===== src/hw/rtl/lottery_draw_scheduler_core_defines.svh =====
// Assertion macros shared by the lottery draw scheduler RTL.
`ifndef LOTTERY_DRAW_SCHEDULER_CORE_DEFINES_SVH
`define LOTTERY_DRAW_SCHEDULER_CORE_DEFINES_SVH

// Same-cycle implication, checked out of reset.
`define LDS_ASSERT_IMP(lbl, ante, cons, msg) \
  lbl: assert property (@(posedge clk) disable iff (!rst_n) (ante) |-> (cons)) \
    else $error(msg);

// Next-cycle implication, checked out of reset.
`define LDS_ASSERT_NXT(lbl, ante, cons, msg) \
  lbl: assert property (@(posedge clk) disable iff (!rst_n) (ante) |=> (cons)) \
    else $error(msg);

`endif


===== src/hw/rtl/lds_pkg.sv =====
// Shared types, constants and control store of the lottery draw scheduler.
package lds_pkg;

  localparam int NW     = 5;   // process number / count width
  localparam int DW     = 7;   // draw width, also dividend width
  localparam int TW     = 9;   // total weight width, n(n+1)/2 <= 496
  localparam int QW     = 7;   // share width, a share never exceeds 100
  localparam int LW     = 9;   // cumulative range bound width
  localparam int CW     = 32;  // counter width
  localparam int CNTW   = 3;   // division step counter width
  localparam int MAX_PROCESSES_DEF = 16;

  localparam logic [NW-1:0]   PC_RESET      = 5'd4;
  localparam logic [DW-1:0]   PERCENT_SCALE = 7'd100;
  localparam logic [DW-1:0]   DRAW_MAX      = 7'd99;
  localparam logic [CW-1:0]   COUNT_MAX     = '1;
  localparam logic [CNTW-1:0] DIV_LAST_CNT  = CNTW'(DW - 1);

  typedef enum logic [2:0] {
    OP_NONE,
    OP_LOAD,
    OP_DIV_INIT,
    OP_DIV_STEP,
    OP_WALK,
    OP_READ,
    OP_UPDATE
  } lds_op_t;

  typedef enum logic [2:0] {
    CND_ALWAYS,
    CND_IN_FIRE,
    CND_DIV_LAST,
    CND_FOUND,
    CND_OUT_FREE
  } lds_cond_t;

  typedef logic [2:0] lds_step_t;

  localparam lds_step_t ST_LOAD     = 3'd0;
  localparam lds_step_t ST_DIV_INIT = 3'd1;
  localparam lds_step_t ST_DIV      = 3'd2;
  localparam lds_step_t ST_WALK     = 3'd3;
  localparam lds_step_t ST_READ     = 3'd4;
  localparam lds_step_t ST_WAIT     = 3'd5;
  localparam lds_step_t ST_UPDATE   = 3'd6;

  // One control word: datapath op, condition to leave, step to go to.
  typedef struct packed {
    lds_op_t   op;
    lds_cond_t cond;
    lds_step_t nxt;
  } lds_uword_t;

  typedef struct packed {
    logic in_fire;
    logic div_last;
    logic found;
    logic out_free;
  } lds_stat_t;

  typedef struct packed {
    lds_op_t op;
    logic    go;
  } lds_ctl_t;

  // Control store: a step repeats until its condition holds.
  function automatic lds_uword_t lds_rom(input lds_step_t step);
    lds_uword_t w;
    unique case (step)
      ST_LOAD:     w = '{op: OP_LOAD,     cond: CND_IN_FIRE,  nxt: ST_DIV_INIT};
      ST_DIV_INIT: w = '{op: OP_DIV_INIT, cond: CND_ALWAYS,   nxt: ST_DIV};
      ST_DIV:      w = '{op: OP_DIV_STEP, cond: CND_DIV_LAST, nxt: ST_WALK};
      ST_WALK:     w = '{op: OP_WALK,     cond: CND_FOUND,    nxt: ST_READ};
      ST_READ:     w = '{op: OP_READ,     cond: CND_ALWAYS,   nxt: ST_WAIT};
      ST_WAIT:     w = '{op: OP_NONE,     cond: CND_ALWAYS,   nxt: ST_UPDATE};
      ST_UPDATE:   w = '{op: OP_UPDATE,   cond: CND_OUT_FREE, nxt: ST_LOAD};
      default:     w = '{op: OP_NONE,     cond: CND_ALWAYS,   nxt: ST_LOAD};
    endcase
    return w;
  endfunction

endpackage


===== src/hw/rtl/lds_ram.sv =====
// Generic single-write, single-read RAM with registered read data.
module lds_ram #(
  parameter int WIDTH = 32,
  parameter int DEPTH = 16,
  parameter int AW    = (DEPTH > 1) ? $clog2(DEPTH) : 1
) (
  input  logic             clk,
  input  logic             we,
  input  logic [AW-1:0]    waddr,
  input  logic [WIDTH-1:0] wdata,
  input  logic             re,
  input  logic [AW-1:0]    raddr,
  output logic [WIDTH-1:0] rdata
);

  logic [WIDTH-1:0] mem [DEPTH];
  logic [WIDTH-1:0] rdata_r;

  always_ff @(posedge clk) begin
    if (we) begin
      mem[waddr] <= wdata;
    end
    if (re) begin
      rdata_r <= mem[raddr];
    end
  end

  assign rdata = rdata_r;

endmodule


===== src/hw/rtl/lds_seq.sv =====
// Microcode sequencer: step counter, control store lookup and conditional jumps.
module lds_seq import lds_pkg::*; (
  input  logic      clk,
  input  logic      rst_n,
  input  lds_stat_t stat_i,
  output lds_ctl_t  ctl_o
);

  lds_step_t  pc_r, pc_nxt;
  lds_uword_t uw;
  logic       go;

  always_comb begin
    uw = lds_rom(pc_r);
    unique case (uw.cond)
      CND_ALWAYS:   go = 1'b1;
      CND_IN_FIRE:  go = stat_i.in_fire;
      CND_DIV_LAST: go = stat_i.div_last;
      CND_FOUND:    go = stat_i.found;
      CND_OUT_FREE: go = stat_i.out_free;
      default:      go = 1'b0;
    endcase
    // hold the step until its condition holds
    pc_nxt = go ? uw.nxt : pc_r;
  end

  always_ff @(posedge clk) begin
    if (!rst_n) begin
      pc_r <= ST_LOAD;
    end else begin
      pc_r <= pc_nxt;
    end
  end

  assign ctl_o = '{op: uw.op, go: go};

endmodule


===== src/hw/rtl/lottery_draw_scheduler_core.sv =====
// Lottery draw scheduler top level: datapath, tally store and result register.
//
// Each input word carries one random draw (0..99; larger values count as 99).
// Process k of n = clamp(process_count, 1, MAX_PROCESSES) owns a range of
// ceil(100*k/total) percent, total = n(n+1)/2, laid end to end in process
// order; the winner is the first process whose range holds the draw. The
// result word gives the winner, its saturating win tally and the saturating
// draw count. One draw is in flight at a time. An accepted word is loaded,
// then the block sets up, runs the shift-subtract division of 100 by the total
// weight and walks the ranges one process at a time up to the winner, each
// step advancing the ceiling share incrementally from quotient and remainder,
// then does a read, a wait and an update of the tally RAM before it can accept
// the next word. The result sits in an output register, so the next draw is
// accepted while a result still waits to be taken; the update step holds only
// if the previous result has not been taken. Tallies live in a RAM with one
// valid flip-flop per entry cleared at reset, so no clearing pass is needed.
// process_count (reset 4) is written with cfg_we; the user is to write it only
// while the block is idle, which the block does not enforce. Tallies survive a
// change of the count.
`include "lottery_draw_scheduler_core_defines.svh"

module lottery_draw_scheduler_core import lds_pkg::*; #(
  parameter int MAX_PROCESSES = MAX_PROCESSES_DEF
) (
  input  logic          clk,
  input  logic          rst_n,
  input  logic          in_valid,
  output logic          in_ready,
  input  logic [DW-1:0] in_draw_value,
  output logic          out_valid,
  input  logic          out_ready,
  output logic [NW-1:0] out_winner,
  output logic [CW-1:0] out_winner_tally,
  output logic [CW-1:0] out_draw_total,
  input  logic          cfg_we,
  input  logic [NW-1:0] cfg_wdata
);

  localparam int AW    = (MAX_PROCESSES > 1) ? $clog2(MAX_PROCESSES) : 1;
  localparam int IW    = (AW > NW) ? AW : NW;
  localparam int NMAX  = (1 << NW) - 1;
  localparam int NCAP  = (MAX_PROCESSES < NMAX) ? MAX_PROCESSES : NMAX;

  // Sequencer handshake
  lds_ctl_t  ctl;
  lds_stat_t stat;

  // Configuration and counters
  logic [NW-1:0]            proc_cnt_r;
  logic [CW-1:0]            draw_cnt_r;
  logic [MAX_PROCESSES-1:0] vld_r;

  // Per-draw working registers
  logic [NW-1:0]   n_r;
  logic [DW-1:0]   draw_r;
  logic [TW-1:0]   t_r;
  logic [TW-1:0]   rem_r;
  logic [DW-1:0]   dvd_r;
  logic [QW-1:0]   quo_r;
  logic [CNTW-1:0] cnt_r;
  logic [NW-1:0]   k_r;
  logic [QW-1:0]   q_r;
  logic [TW-1:0]   r_r;
  logic [LW-1:0]   lower_r;
  logic [NW-1:0]   winner_r;
  logic            rd_vld_r;

  // Result register
  logic          out_valid_r;
  logic [NW-1:0] out_winner_r;
  logic [CW-1:0] out_tally_r;
  logic [CW-1:0] out_total_r;

  // Combinational datapath
  logic [NW-1:0]   n_eff;
  logic [10:0]     t_prod;
  logic [TW-1:0]   t_calc;
  logic [DW-1:0]   draw_sat;
  logic [TW:0]     trial;
  logic            div_ge;
  logic [TW-1:0]   rem_nxt;
  logic [TW:0]     r_sum;
  logic            carry;
  logic [TW-1:0]   r_nxt;
  logic [QW-1:0]   q_nxt;
  logic [LW-1:0]   upper;
  logic [NW-1:0]   k_nxt;
  logic            found;
  logic [NW-1:0]   win_m1;
  logic [IW-1:0]   widx_ext;
  logic [AW-1:0]   tidx;
  logic [CW-1:0]   ram_rdata;
  logic [CW-1:0]   tally_old;
  logic [CW-1:0]   tally_nxt;
  logic [CW-1:0]   draw_cnt_nxt;
  logic            load_fire;
  logic            upd_fire;
  logic            out_free;

  // Clamp the process count to 1..MAX_PROCESSES, then total weight n(n+1)/2.
  always_comb begin
    if (proc_cnt_r == '0) begin
      n_eff = NW'(1);
    end else if (int'(proc_cnt_r) > NCAP) begin
      n_eff = NW'(NCAP);
    end else begin
      n_eff = proc_cnt_r;
    end
    t_prod   = 11'(n_eff) * 11'({1'b0, n_eff} + 6'd1);
    t_calc   = t_prod[TW:1];
    draw_sat = (in_draw_value > DRAW_MAX) ? DRAW_MAX : in_draw_value;
  end

  // One shift-subtract step of 100 / total: quotient a, remainder b.
  always_comb begin
    trial   = {rem_r, dvd_r[DW-1]};
    div_ge  = trial >= {1'b0, t_r};
    rem_nxt = div_ge ? TW'(trial - {1'b0, t_r}) : TW'(trial);
  end

  // Walk step: ceil(100k/T) advances by a plus a carry out of the remainder.
  always_comb begin
    r_sum   = {1'b0, r_r} + {1'b0, rem_r};
    carry   = r_sum >= {1'b0, t_r};
    r_nxt   = carry ? TW'(r_sum - {1'b0, t_r}) : TW'(r_sum);
    q_nxt   = q_r + quo_r + QW'(carry);
    upper   = lower_r + LW'(q_nxt);
    k_nxt   = k_r + NW'(1);
    found   = (LW'(draw_r) < upper) || (k_nxt == n_r);
  end

  // Tally address from the winner number.
  always_comb begin
    win_m1   = winner_r - NW'(1);
    widx_ext = IW'(win_m1);
    tidx     = widx_ext[AW-1:0];
  end

  // Saturating counter updates.
  always_comb begin
    tally_old    = rd_vld_r ? ram_rdata : '0;
    tally_nxt    = (tally_old == COUNT_MAX) ? tally_old : tally_old + CW'(1);
    draw_cnt_nxt = (draw_cnt_r == COUNT_MAX) ? draw_cnt_r : draw_cnt_r + CW'(1);
  end

  assign in_ready  = (ctl.op == OP_LOAD);
  assign out_free  = !out_valid_r || out_ready;
  assign load_fire = (ctl.op == OP_LOAD) && ctl.go;
  assign upd_fire  = (ctl.op == OP_UPDATE) && ctl.go;

  assign stat = '{
    in_fire:  in_valid && in_ready,
    div_last: cnt_r == '0,
    found:    found,
    out_free: out_free
  };

  lds_seq u_seq (
    .clk    (clk),
    .rst_n  (rst_n),
    .stat_i (stat),
    .ctl_o  (ctl)
  );

  lds_ram #(
    .WIDTH (CW),
    .DEPTH (MAX_PROCESSES),
    .AW    (AW)
  ) u_tally_ram (
    .clk   (clk),
    .we    (upd_fire),
    .waddr (tidx),
    .wdata (tally_nxt),
    .re    (ctl.op == OP_READ),
    .raddr (tidx),
    .rdata (ram_rdata)
  );

  // Control state: configuration, draw count, tally valid bits, result valid.
  always_ff @(posedge clk) begin
    if (!rst_n) begin
      proc_cnt_r  <= PC_RESET;
      draw_cnt_r  <= '0;
      vld_r       <= '0;
      out_valid_r <= 1'b0;
    end else begin
      if (cfg_we) begin
        proc_cnt_r <= cfg_wdata;
      end
      if (upd_fire) begin
        draw_cnt_r  <= draw_cnt_nxt;
        vld_r[tidx] <= 1'b1;
        out_valid_r <= 1'b1;
      end else if (out_ready) begin
        out_valid_r <= 1'b0;
      end
    end
  end

  // Datapath registers, driven by the current control word.
  always_ff @(posedge clk) begin
    unique case (ctl.op)
      OP_LOAD: begin
        if (load_fire) begin
          n_r    <= n_eff;
          t_r    <= t_calc;
          draw_r <= draw_sat;
        end
      end
      OP_DIV_INIT: begin
        rem_r   <= '0;
        dvd_r   <= PERCENT_SCALE;
        quo_r   <= '0;
        cnt_r   <= DIV_LAST_CNT;
        k_r     <= '0;
        q_r     <= '0;
        r_r     <= t_r - TW'(1);
        lower_r <= '0;
      end
      OP_DIV_STEP: begin
        rem_r <= rem_nxt;
        dvd_r <= {dvd_r[DW-2:0], 1'b0};
        quo_r <= {quo_r[QW-2:0], div_ge};
        cnt_r <= cnt_r - CNTW'(1);
      end
      OP_WALK: begin
        k_r     <= k_nxt;
        q_r     <= q_nxt;
        r_r     <= r_nxt;
        lower_r <= upper;
        if (found) begin
          winner_r <= k_nxt;
        end
      end
      OP_READ: begin
        rd_vld_r <= vld_r[tidx];
      end
      OP_UPDATE: begin
        if (ctl.go) begin
          out_winner_r <= winner_r;
          out_tally_r  <= tally_nxt;
          out_total_r  <= draw_cnt_nxt;
        end
      end
      default: begin
      end
    endcase
  end

  assign out_valid        = out_valid_r;
  assign out_winner       = out_winner_r;
  assign out_winner_tally = out_tally_r;
  assign out_draw_total   = out_total_r;

  // One draw in flight: the load step is left right after an accept.
  `LDS_ASSERT_NXT(a_one_in_flight, in_valid && in_ready, !in_ready, "second draw accepted while busy")
  // The walk always stops inside 1..n.
  `LDS_ASSERT_IMP(a_winner_range, upd_fire, (winner_r != '0) && (winner_r <= n_r), "winner out of range")
  // No process can win more often than there were draws.
  `LDS_ASSERT_IMP(a_tally_bound, out_valid, out_winner_tally <= out_draw_total, "tally exceeds draw count")
  // The draw count never goes backward.
  `LDS_ASSERT_NXT(a_count_mono, 1'b1, draw_cnt_r >= $past(draw_cnt_r), "draw count decreased")

endmodule

===== config.mk =====
export PLATFORM = sky130hd
export DESIGN_NAME = lottery_draw_scheduler_core
export DESIGN_NICKNAME = d
export VERILOG_FILES = /design/src/hw/rtl/lds_pkg.sv /design/src/hw/rtl/lds_ram.sv /design/src/hw/rtl/lds_seq.sv /design/src/hw/rtl/lottery_draw_scheduler_core.sv
export VERILOG_INCLUDE_DIRS = /design/src /design/src/hw/rtl
export SDC_FILE = /design/constraint.sdc
export NUM_CORES = 1
export LEC_CHECK = 0
export ABC_AREA = 0
export CAP_MARGIN = 10
export CORE_MARGIN = 3
export CORE_UTILIZATION = 55
export DETAILED_ROUTE_END_ITERATION = 8
export DONT_BUFFER_PORTS = 1
export HOLD_SLACK_MARGIN = 0.12
export PLACE_DENSITY = 0.72
export SYNTH_ARGS = -nofsm -noshare
export SYNTH_HDL_FRONTEND = slang
export SYNTH_HIERARCHICAL = 1
export SYNTH_SLANG_ARGS = --single-unit

===== constraint.sdc =====
create_clock -name clk -period 31.1 [get_ports clk]
set_input_delay 3.11 -clock clk [delete_from_list [all_inputs] [get_ports clk]]
set_output_delay 3.11 -clock clk [all_outputs]
set_load 0.03 [all_outputs]

Word level (Yosys, flattened, before mapping)

Memory sizes are Yosys's and may differ from the RTL's. A register that Yosys moved wholly into a read port is not among the register bits.
Cells that the tools add are included.

RAM bits: 512
Memories: 1
Output and inout port bits: 71
Bits in registers: 209
Logic and storage cells: 105

Add/sub/neg operators: 13
$lt $le $gt $ge: 7
Reduce and logical (&&, ||, !) cells: 17
Bitwise gates (word level): 1
Multipliers: 1
Muxes and demuxes: 25
Equality and inequality tests: 19

Memories:

| name            | words | bits a word | rd ports | clocked after memory_dff | write ports | line          | RTL |
|---|---|---|---|---|---|---|---|
| u_tally_ram.mem | 16    | 32          | 1        | 1                        | 1           | lds_ram.sv:16 | `logic [WIDTH-1:0] mem [DEPTH];` |

Operator list:

| cell                                                               | count |
|---|---|
| 32-bit two-way mux                                                 | 3 |
| 32-bit by 1-bit adder with 32-bit output, second input constant    | 2 |
| 32-bit == test, second input constant                              | 2 |
| 9-bit one-hot mux with 7 select lines                              | 1 |
| 9-bit one-hot mux with 2 select lines                              | 3 |
| 7-bit one-hot mux with 2 select lines                              | 3 |
| 3-bit == test, second input constant                               | 7 |
| 10-bit by 9-bit >= comparator with 1-bit output                    | 2 |
| 3-bit by 2-bit == test with 1-bit output, second input constant    | 6 |
| 9-bit two-way mux                                                  | 2 |
| 9-bit subtractor                                                   | 2 |
| 16-bit bitwise OR                                                  | 1 |
| 9-bit by 9-bit adder with 10-bit output                            | 1 |
| 5-bit by 6-bit multiplier with 10-bit output                       | 1 |
| 5-bit two-way mux                                                  | 2 |
| 5-bit one-hot mux with 2 select lines                              | 1 |
| 9-bit by 7-bit adder with 9-bit output                             | 1 |
| 3-bit by 1-bit == test with 1-bit output, second input constant    | 3 |
| 3-bit zero test                                                    | 3 |
| 7-bit by 9-bit less-than comparator with 1-bit output              | 1 |
| 9-bit by 1-bit subtractor with 9-bit output, second input constant | 1 |
| 7-bit by 1-bit adder with 7-bit output                             | 1 |
| 7-bit adder                                                        | 1 |
| 7-bit greater-than comparator, second input constant               | 1 |
| 19 further kinds                                                   | 32 |

Logic depth before layout (Yosys ltp)

Gate-level depths: netlist of the first run.

Depth in word-level cells: 10
Depth in mapped cells: 40
Mapped depth without buffers: 37

By module

Netlist of the first run, hierarchy kept.

By module, submodules not included:

| module                      | sequential area each (um^2) | cells each | area each (um^2) | instances |
|---|---|---|---|---|
| lds_ram                     | 16,335.7                    | 838        | 20,155.6         | 1 |
| lottery_draw_scheduler_core | 5,585.4                     | 1,198      | 12,315.6         | 1 |
| lds_seq                     | 60.1                        | 36         | 270.3            | 1 |

Least setup slack after synthesis of the first run

No wires, ideal clock.

Path kind: reg2reg
From: register rem_r[0]
To: memory u_tally_ram.mem[0][0], enable pin
Period minus slack after synthesis: 12.109 ns
Path slack: 18.991 ns
Setup time: 0.461 ns
Cell stages (with the launch flop): 36
Buffers on the path: 3
Data arrival time: 11.648 ns
Cell sequence: edfxtp_1 ha_1 inv_1 fa_1 nor2b_1 o31a_1 or2_2 o311ai_0 ha_1 nand4_1 a31oi_1 o21ai_0 o211ai_1 clkbuf_1 inv_1 fa_1 fa_1 nor2b_1 o21ai_0 a21boi_0 nor2_1 ha_1 o21ai_0 a21oi_1 or2_2 xnor2_1 ha_1 o221a_2 nand3_1 o22a_1 buf_4 nand4b_1 inv_1 clkbuf_1 or3b_2 nor3_1

Cells in the longest elaborated chain, start to end: 10

Ends and longest elaborated chain:

| item                                                  | line                               | RTL |
|---|---|---|
| start: declaration                                    | lottery_draw_scheduler_core.sv:57  | `logic [TW-1:0] rem_r;` |
| start signal: assignment                              | lottery_draw_scheduler_core.sv:221 | `rem_r <= rem_nxt;` |
| 9-bit by 9-bit adder with 10-bit output               | lottery_draw_scheduler_core.sv:123 | `r_sum = {1'b0, r_r} + {1'b0, rem_r};` |
| 10-bit by 9-bit >= comparator with 1-bit output       | lottery_draw_scheduler_core.sv:124 | `carry = r_sum >= {1'b0, t_r};` |
| 7-bit by 1-bit adder with 7-bit output                | lottery_draw_scheduler_core.sv:126 | `q_nxt = q_r + quo_r + QW'(carry);` |
| named net q_nxt[4]                                    | lottery_draw_scheduler_core.sv:85  | `logic [QW-1:0] q_nxt;` |
| 9-bit by 7-bit adder with 9-bit output                | lottery_draw_scheduler_core.sv:127 | `upper = lower_r + LW'(q_nxt);` |
| 7-bit by 9-bit less-than comparator with 1-bit output | lottery_draw_scheduler_core.sv:129 | `found = (LW'(draw_r) < upper) \|\| (k_nxt == n_r);` |
| 1-bit logical OR                                      | lottery_draw_scheduler_core.sv:129 |  |
| named net found                                       | lottery_draw_scheduler_core.sv:88  | `logic found;` |
| 1-bit one-hot mux with 5 select lines                 | lds_seq.sv:15                      | `unique case (uw.cond)` |
| named net u_seq.go                                    | lds_seq.sv:11                      | `logic go;` |
| 1-bit logical AND                                     | lottery_draw_scheduler_core.sv:149 | `assign upd_fire = (ctl.op == OP_UPDATE) && ctl.go;` |
| named net upd_fire                                    | lottery_draw_scheduler_core.sv:97  | `logic upd_fire;` |
| 1-bit two-way mux                                     | lds_ram.sv:20                      | `if (we) begin` |
| 1-bit two-way mux (not written as such)               | lds_ram.sv:21                      | `mem[waddr] <= wdata;` |
| end: declaration                                      | lds_ram.sv:16                      |  |

The timed path passes the listed nets, and every way through them passes these cells.

==> results.sh, run 1 <==
export IMPL_outcome="completed"
export IMPL_fin_crit_ns=9.78
export IMPL_clock_skew_ns=0.0298
export IMPL_drt_iter0_drc=1434
export IMPL_finalCritPeriodShare_pct=31.4
export IMPL_yosysWarningCount=6
export IMPL_drc_errors=0
export IMPL_postCtsHoldBufs=0
export IMPL_p_per_area_mw_per_mm2=67.8
export IMPL_finalSetupViolCount=0
export IMPL_max_freq_mhz=102
export IMPL_hpwl_microns=40100
export IMPL_synthArstFlopShare_pct=0
export IMPL_drive_gt1_share_pct=15.0
export IMPL_avgSynthCellArea_sq_um=15.8
export IMPL_fp_dieArea_sq_mm=0.0625
export IMPL_n_fill_cell=4168
export IMPL_die_w_microns=250
export IMPL_r2r_slack_ns=21.32
export IMPL_cts_resized=0
export IMPL_synth_edf_count=694
export IMPL_synth_main_ff_cell="edfxtp_1"
export IMPL_setup_tns_ns=0
export IMPL_critPathCapture="u_tally_ram/mem[12][10]"
export IMPL_syn_area_sq_mm=0.0327
export IMPL_synth_top_area_share_pct=63.7
export IMPL_finalNonFillerCells=2916
export IMPL_crit_start="rem_r[0]"
export IMPL_reg2reg_to="u_tally_ram/mem[12][10]"
export IMPL_cp_data_arrival_time_ns=10.05
export IMPL_reg2reg_from="rem_r[0]"
export IMPL_cts_root_buf="clkbuf_16"
export IMPL_worst_setup_path_end_kind="register"
export IMPL_worst_ep_required_time_ns=31.37
export IMPL_clock_sinks=751
export IMPL_areaGrowthSynthToFinish_pct=10.2
export IMPL_dp_slack_ns=21.33
export IMPL_grt_total_usage_pct=22.0
export IMPL_crit_slowest_cell="nor3_2"
export IMPL_final_common_cell="edfxtp_1"
export IMPL_synth_area_leaders="edfxtp_1 (64%), mux4_2 (9.1%), dfxtp_1 (3.5%), ha_1 (3.1%), xnor2_1 (1.7%)"
export IMPL_io_pins=88
export IMPL_wl_per_cell_microns=23.1
export IMPL_dpl_cell_count=2771
export IMPL_routed_via_density=6.14
export IMPL_grt_pass1_vias=18500
export IMPL_clk_latency_ns=0.63
export IMPL_synth_cell_types=75
export IMPL_vias=17900
export IMPL_rr_worst_depth=35
export IMPL_start_util_pct=56.2
export IMPL_chipHeight_microns=250
export IMPL_grt_setup_unrepaired="no"
export IMPL_critPathKind="register to register"
export IMPL_finalMaxSlewViolations=0
export IMPL_cts_buffers=77
export IMPL_diodes=0
export IMPL_layout_common_cells="edfxtp_1 (694), mux4_2 (133), nand2_1 (120), nor2_1 (89), ha_1 (81)"
export IMPL_ys_ff_latch=751
export IMPL_cts_tree="yes"
export IMPL_clkTransAtPathRegs_ns=0.06
export IMPL_routabilityCongestion=0.813
export IMPL_clk_path_buf_depth=3
export IMPL_p_leak_nw=12.1
export IMPL_cpPeakStageDelay_ns=1.02
export IMPL_cts_max_level=3
export IMPL_syn_inst=2072
export IMPL_port_buffers=0
export IMPL_wirelength_microns=67400
export IMPL_finalHoldViolCount=0
export IMPL_grt_max_degree=72
export IMPL_worst_path_max_fanout=20
export IMPL_rows=88
export IMPL_cp_start_kind="register"
export IMPL_coreArea_sq_mm=0.0582
export IMPL_relSlewSlack_pct=17.5
export IMPL_seq_area_frac_synth_pct=67.1
export IMPL_drv_cap=0
export IMPL_ir_drop_v=0.0000500
export IMPL_cts_setup_buffers=0
export IMPL_hold_class="register to register"
export IMPL_dr_pass1_iters=5
export IMPL_setup_ws_ns=21.32
export IMPL_antenna_found_initial=0
export IMPL_ant_nets=0
export IMPL_grt_pass1_wl_microns=107000
export IMPL_grt_ovfl_total=0
export IMPL_final_nets=2204
export IMPL_worst_slew_pin_slew_ns=1.23
export IMPL_yosysTopAreaCell="edfxtp_1"
logic make-up (layout without fill, tap and decap cells):
family / after synthesis / in the layout / synth area share, %
AOI/OAI and AO/OA: 271 / 271 / 5.65
xor gates and xnor gates: 107 / 107 / 2.86
adders and majority gates: 97 / 97 / 4.07
buffers and inverters: 177 / 254 / 2.30
DFF: 751 / 751 / 67.1
muxes: 156 / 156 / 9.87
other: 2 / 4 / 0.0229
and+or+nand+nor: 511 / 511 / 8.08
stage by stage:
step,utilization [%],power (W),hold WS (ns),instance area [sq um]
after global routing,61.9,0.00256,0.483,36100
after global placement,57.7,0.00158,0.441,33600
after floorplan,-,0.00150,0.400,32700
after detailed placement,57.7,0.00159,0.452,33600
after CTS,61.8,0.00246,0.465,36000
final,61.9,0.00245,0.462,36100
metal layers:
metal	part of all wire, %	global-route usage (%)
met5	0	0
met3	6.3	4.44
met1	42	29.8
met2	50	36.7
met4	2.0	5.83
registers in the layout (all words and copies together), names as in the netlist, 7 cells and up:
register and count:
out_winner_tally 32, quo_r 7, draw_cnt_r 32, draw_r 7, lower_r 9, out_draw_total 32, u_tally_ram/rdata 32, t_r 9
rem_r 9, r_r 9, q_r 7, vld_r 16, u_tally_ram/mem 512
cell usage after synthesis (all sizes together) (7+ instances only):
library cell	count
a21boi	20
a21o	7
a21oi	34
a22oi	65
a31oi	7
and2	48
and3	12
and4	9
buf	42
clkbuf	53
dfxtp	57
edfxtp	694
fa	16
ha	81
inv	82
mux2i	18
mux4	133
nand2	120
nand2b	20
nand3	42
nand3b	8
nand4	32
nor2	104
nor2b	22
nor3	37
nor4	12
o211ai	15
o21a	29
o21ai	54
or2	7
or3	19
xnor2	63
xor2	44
worst max-delay path: cells and delay by family, from the launching register on:
kind	cells	cell delay, ns
simple gates	10	3.03
fa+ha+maj	7	2.12
xor+xnor	1	0.15
buf+inv	4	1.09
flops	1	0.46
compound gates	13	2.55
layout make-up:
cell class	instances	area, sq um	area share [%]
clock buffer	98	2070	5.73
clock inverter	42	335	0.930
inverter	82	320	0.888
multi-input combinational	1146	10200	28.2
sequential	751	22000	60.9
tap	765	957	2.65
timing repair buffer	32	240	0.666
worst min-delay path by stage:
stage / start / endpoint / slack [ns] / depth (start not counted)
after detailed placement: vld_r[12] / vld_r[12] / 0.45 / 1
after global placement: vld_r[1] / vld_r[1] / 0.44 / 1
after global routing: vld_r[8] / vld_r[8] / 0.48 / 1
after floorplan: winner_r[4] / out_winner[4] / 0.40 / 0
after CTS: vld_r[12] / vld_r[12] / 0.47 / 1
final: vld_r[10] / vld_r[10] / 0.46 / 1
where the power goes:
group	total [W]	internal, W	switching (W)
Clock	0.000872	0.000498	0.000375
Sequential	0.00117	0.00115	0.0000203
Combinational	0.000407	0.000165	0.000241
Total	0.00245	0.00181	0.000636
Note: power is estimated with default switching activity, not from simulation.
==> inputs of run 2 (changes only) <==
--- a/config.mk
+++ b/config.mk
@@ -6,7 +6,7 @@
 export SDC_FILE = /design/constraint.sdc
 export NUM_CORES = 1
 export LEC_CHECK = 0
-export ABC_AREA = 0
+export ABC_AREA = 1
 export CAP_MARGIN = 10
 export CORE_MARGIN = 3
 export CORE_UTILIZATION = 55
==> constraint.sdc (replaced) <==
create_clock -name clk -period 10.25 [get_ports clk]
set_input_delay 1.025 -clock clk [delete_from_list [all_inputs] [get_ports clk]]
set_output_delay 1.025 -clock clk [all_outputs]
set_load 0.03 [all_outputs]
==> run 2 against run 1 <==
  * Synthesized area rose by 11%
  * Via count rose by 40%
  * Global-route usage rose by 2.7 points
  * Die area rose by 10%
  * Largest cell class unchanged
  * Synthesized cell count rose by 82%
  * Utilization fell by 1.5 points
  * Critical endpoint is now u_tally_ram/mem[5][25]
==> results.sh, run 2 <==
export IMPL_outcome="completed"
export IMPL_layout_common_cells="nand2_1 (1,044), edfxtp_1 (694), inv_1 (638), nand3_1 (526), nor2_1 (204)"
export IMPL_synthArstFlopShare_pct=0
export IMPL_syn_inst=3780
export IMPL_yosys_area_share_simple_pct=22.6
export IMPL_syn_area_sq_mm=0.0362
export IMPL_finalSetupViolCount=0
export IMPL_cts_resized=0
export IMPL_critPathKind="register to register"
export IMPL_synth_main_ff_cell="edfxtp_1"
export IMPL_synth_top_area_share_pct=57.6
export IMPL_yosysWarningCount=6
export IMPL_finalCritPeriodShare_pct=85.7
export IMPL_rr_worst_depth=44
export IMPL_setup_ws_ns=1.47
export IMPL_fin_crit_ns=8.78
export IMPL_routed_via_density=5.40
export IMPL_grt_total_usage_pct=24.7
export IMPL_reg2reg_from="rem_r[0]"
export IMPL_hold_class="register to register"
export IMPL_yosysTopAreaCell="edfxtp_1"
export IMPL_dr_pass1_iters=6
export IMPL_p_leak_nw=16.8
export IMPL_drv_cap=0
export IMPL_cp_data_arrival_time_ns=9.00
export IMPL_drive_gt1_share_pct=5.82
export IMPL_coreArea_sq_mm=0.0648
export IMPL_synth_commonest_cells="nand2_1 (1,044), edfxtp_1 (694), inv_1 (641)"
export IMPL_clk_path_buf_depth=3
export IMPL_hold_end="out_winner[4]"
export IMPL_clock_sinks=751
export IMPL_routabilityCongestion=0.909
export IMPL_synth_fa_ha_area_share_pct=3.68
export IMPL_synth_compound_area_share_pct=2.73
export IMPL_synth_edf_count=694
export IMPL_grt_ovfl_total=0
export IMPL_seq_area_frac_synth_pct=60.7
export IMPL_yosysMostFrequentCell="nand2_1"
export IMPL_reg2reg_to="u_tally_ram/mem[5][25]"
export IMPL_dpl_cell_count=4516
export IMPL_vias=25200
export IMPL_final_nets=3855
export IMPL_clkTransAtPathRegs_ns=0.06
export IMPL_ir_drop_v=0.000361
export IMPL_grt_pass1_wl_microns=134000
export IMPL_fp_dieArea_sq_mm=0.0689
export IMPL_diodes=0
export IMPL_cts_root_buf="clkbuf_16"
export IMPL_cts_setup_buffers=0
export IMPL_clk_latency_ns=0.62
export IMPL_cp_start_kind="register"
export IMPL_finalHoldViolCount=0
export IMPL_ant_nets=0
export IMPL_grt_setup_unrepaired="no"
export IMPL_cts_max_level=3
export IMPL_setup_tns_ns=0
export IMPL_synth_area_leaders="edfxtp_1 (58%), nand2_1 (11%), nand3_1 (7.3%), inv_1 (6.6%), dfxtp_1 (3.2%)"
export IMPL_ys_ff_latch=751
export IMPL_holdPathStages=0
export IMPL_finalNonFillerCells=4654
export IMPL_power_w=0.00985
export IMPL_cts_buffers=77
export IMPL_areaGrowthSynthToFinish_pct=8.28
export IMPL_synth_xor_area_share_pct=0.964
export IMPL_synth_cell_types=52
export IMPL_worst_path_max_fanout=32
export IMPL_wirelength_microns=86000
export IMPL_n_fill_cell=5295
export IMPL_timing_critical_path_mode_cell="nand2_1"
export IMPL_port_buffers=0
export IMPL_antenna_found_initial=0
export IMPL_hpwl_microns=53200
export IMPL_r2r_slack_ns=1.47
export IMPL_clock_skew_ns=0.0200
export IMPL_p_per_area_mw_per_mm2=251
export IMPL_crit_slowest_cell="nor2_4"
export IMPL_io_pins=88
export IMPL_synth_top_family_by_area="simple AND/OR/NAND/NOR gates"
export IMPL_grt_max_degree=124
export IMPL_drt_iter0_drc=2628
export IMPL_die_w_microns=263
export IMPL_drc_errors=0
export IMPL_dp_slack_ns=1.53
export IMPL_worst_slew_pin_slew_ns=1.24
export IMPL_worst_ep_required_time_ns=10.47
export IMPL_final_common_cell="nand2_1"
export IMPL_largest_reg_flops=512
export IMPL_max_freq_mhz=114
export IMPL_relSlewSlack_pct=17.3
export IMPL_postCtsHoldBufs=0
export IMPL_synth_area_mux_share_pct=0
export IMPL_hold_start="winner_r[4]"
export IMPL_wl_per_cell_microns=18.5
export IMPL_cpPeakStageDelay_ns=1.06
export IMPL_chipHeight_microns=263
export IMPL_grt_pass1_vias=24100
export IMPL_cts_tree="yes"
export IMPL_avgSynthCellArea_sq_um=9.58
export IMPL_top_register="u_tally_ram/mem"
export IMPL_start_util_pct=55.8
export IMPL_worst_setup_path_end_kind="register"
export IMPL_rows=93
export IMPL_finalMaxSlewViolations=0
run 2: changes by cell type in the layout (fill, tap and decap cells not counted), sizes merged, moves of 22 or more:
cell,before,now
nor2b,22,0
o21a,29,2
nand2,120,1062
inv,85,652
nor2,104,236
xor2,44,22
a22oi,65,1
mux4,133,0
a21oi,34,101
and2,48,3
nand3,42,528
xnor2,63,17
run 2: cells by family (layout without fill, tap and decap cells):
logic type / after synthesis / in the layout
adder cells (fa/ha/maj): 97 / 97
AND/OR/NAND/NOR: 1910 / 1910
AO/OA/AOI/OAI: 189 / 189
other: 2 / 4
buffers and inverters: 792 / 809
XOR/XNOR: 39 / 39
flip-flops: 751 / 751
run 2: worst max path at each step:
stage                              to      from  slack [ns]
2_1_floorplan  u_tally_ram/mem[12][0]  rem_r[0]        1.19
3_3_place_gp   u_tally_ram/mem[5][22]  rem_r[0]        1.75
4_1_cts        u_tally_ram/mem[5][29]  rem_r[0]        1.50
6_report       u_tally_ram/mem[5][25]  rem_r[0]        1.47
5_1_grt                      vld_r[6]  rem_r[0]        0.64
3_5_place_dp    u_tally_ram/mem[6][7]  rem_r[0]        1.53
run 2: per-stage QoR:
| stage | cell area [sq um] | hold slack, ns | util, % |
|---|---|---|---|
| floorplan | 36200 | 0.400 | - |
| global placement | 36700 | 0.421 | 56.7 |
| detailed placement | 36700 | 0.410 | 56.7 |
| CTS | 39200 | 0.439 | 60.4 |
| global route | 39200 | 0.466 | 60.5 |
| finish | 39200 | 0.444 | 60.5 |
run 2: final cells by class:
| class | count | area, sq um | area share [%] |
|---|---|---|---|
| well taps | 855 | 1070 | 2.73 |
| clock buffers | 91 | 2010 | 5.13 |
| flip-flops and latches | 751 | 22000 | 56.1 |
| multi-input cells | 2239 | 11000 | 28.2 |
| inverters | 649 | 2450 | 6.26 |
| repair buffers | 23 | 193 | 0.492 |
| clock inverters | 46 | 438 | 1.12 |
run 2: worst max-delay path: cells and delay by family (launching register included):
family / cells / cell delay [ns]
compound gates: 1 / 0.38
simple gates: 30 / 4.56
flops: 1 / 0.41
xor+xnor: 1 / 0.21
buf+inv: 5 / 0.39
fa+ha+maj: 7 / 2.43
run 2: routing by layer:
layer	vias to the layer above	wire length [microns]	track usage (%)
li1	12200	-	-
met4	0	2140	7.84
met2	935	41200	40.6
met3	149	7390	5.20
met1	11900	35300	33.1
met5	-	0	0
run 2: where the power goes:
part	total, W	switching (W)	leakage (nW)	internal [W]
Clock	0.00274	0.00116	1.19	0.00158
Combinational	0.00322	0.00219	8.73	0.00104
Sequential	0.00389	0.000141	6.86	0.00375
Total	0.00985	0.00349	16.8	0.00637
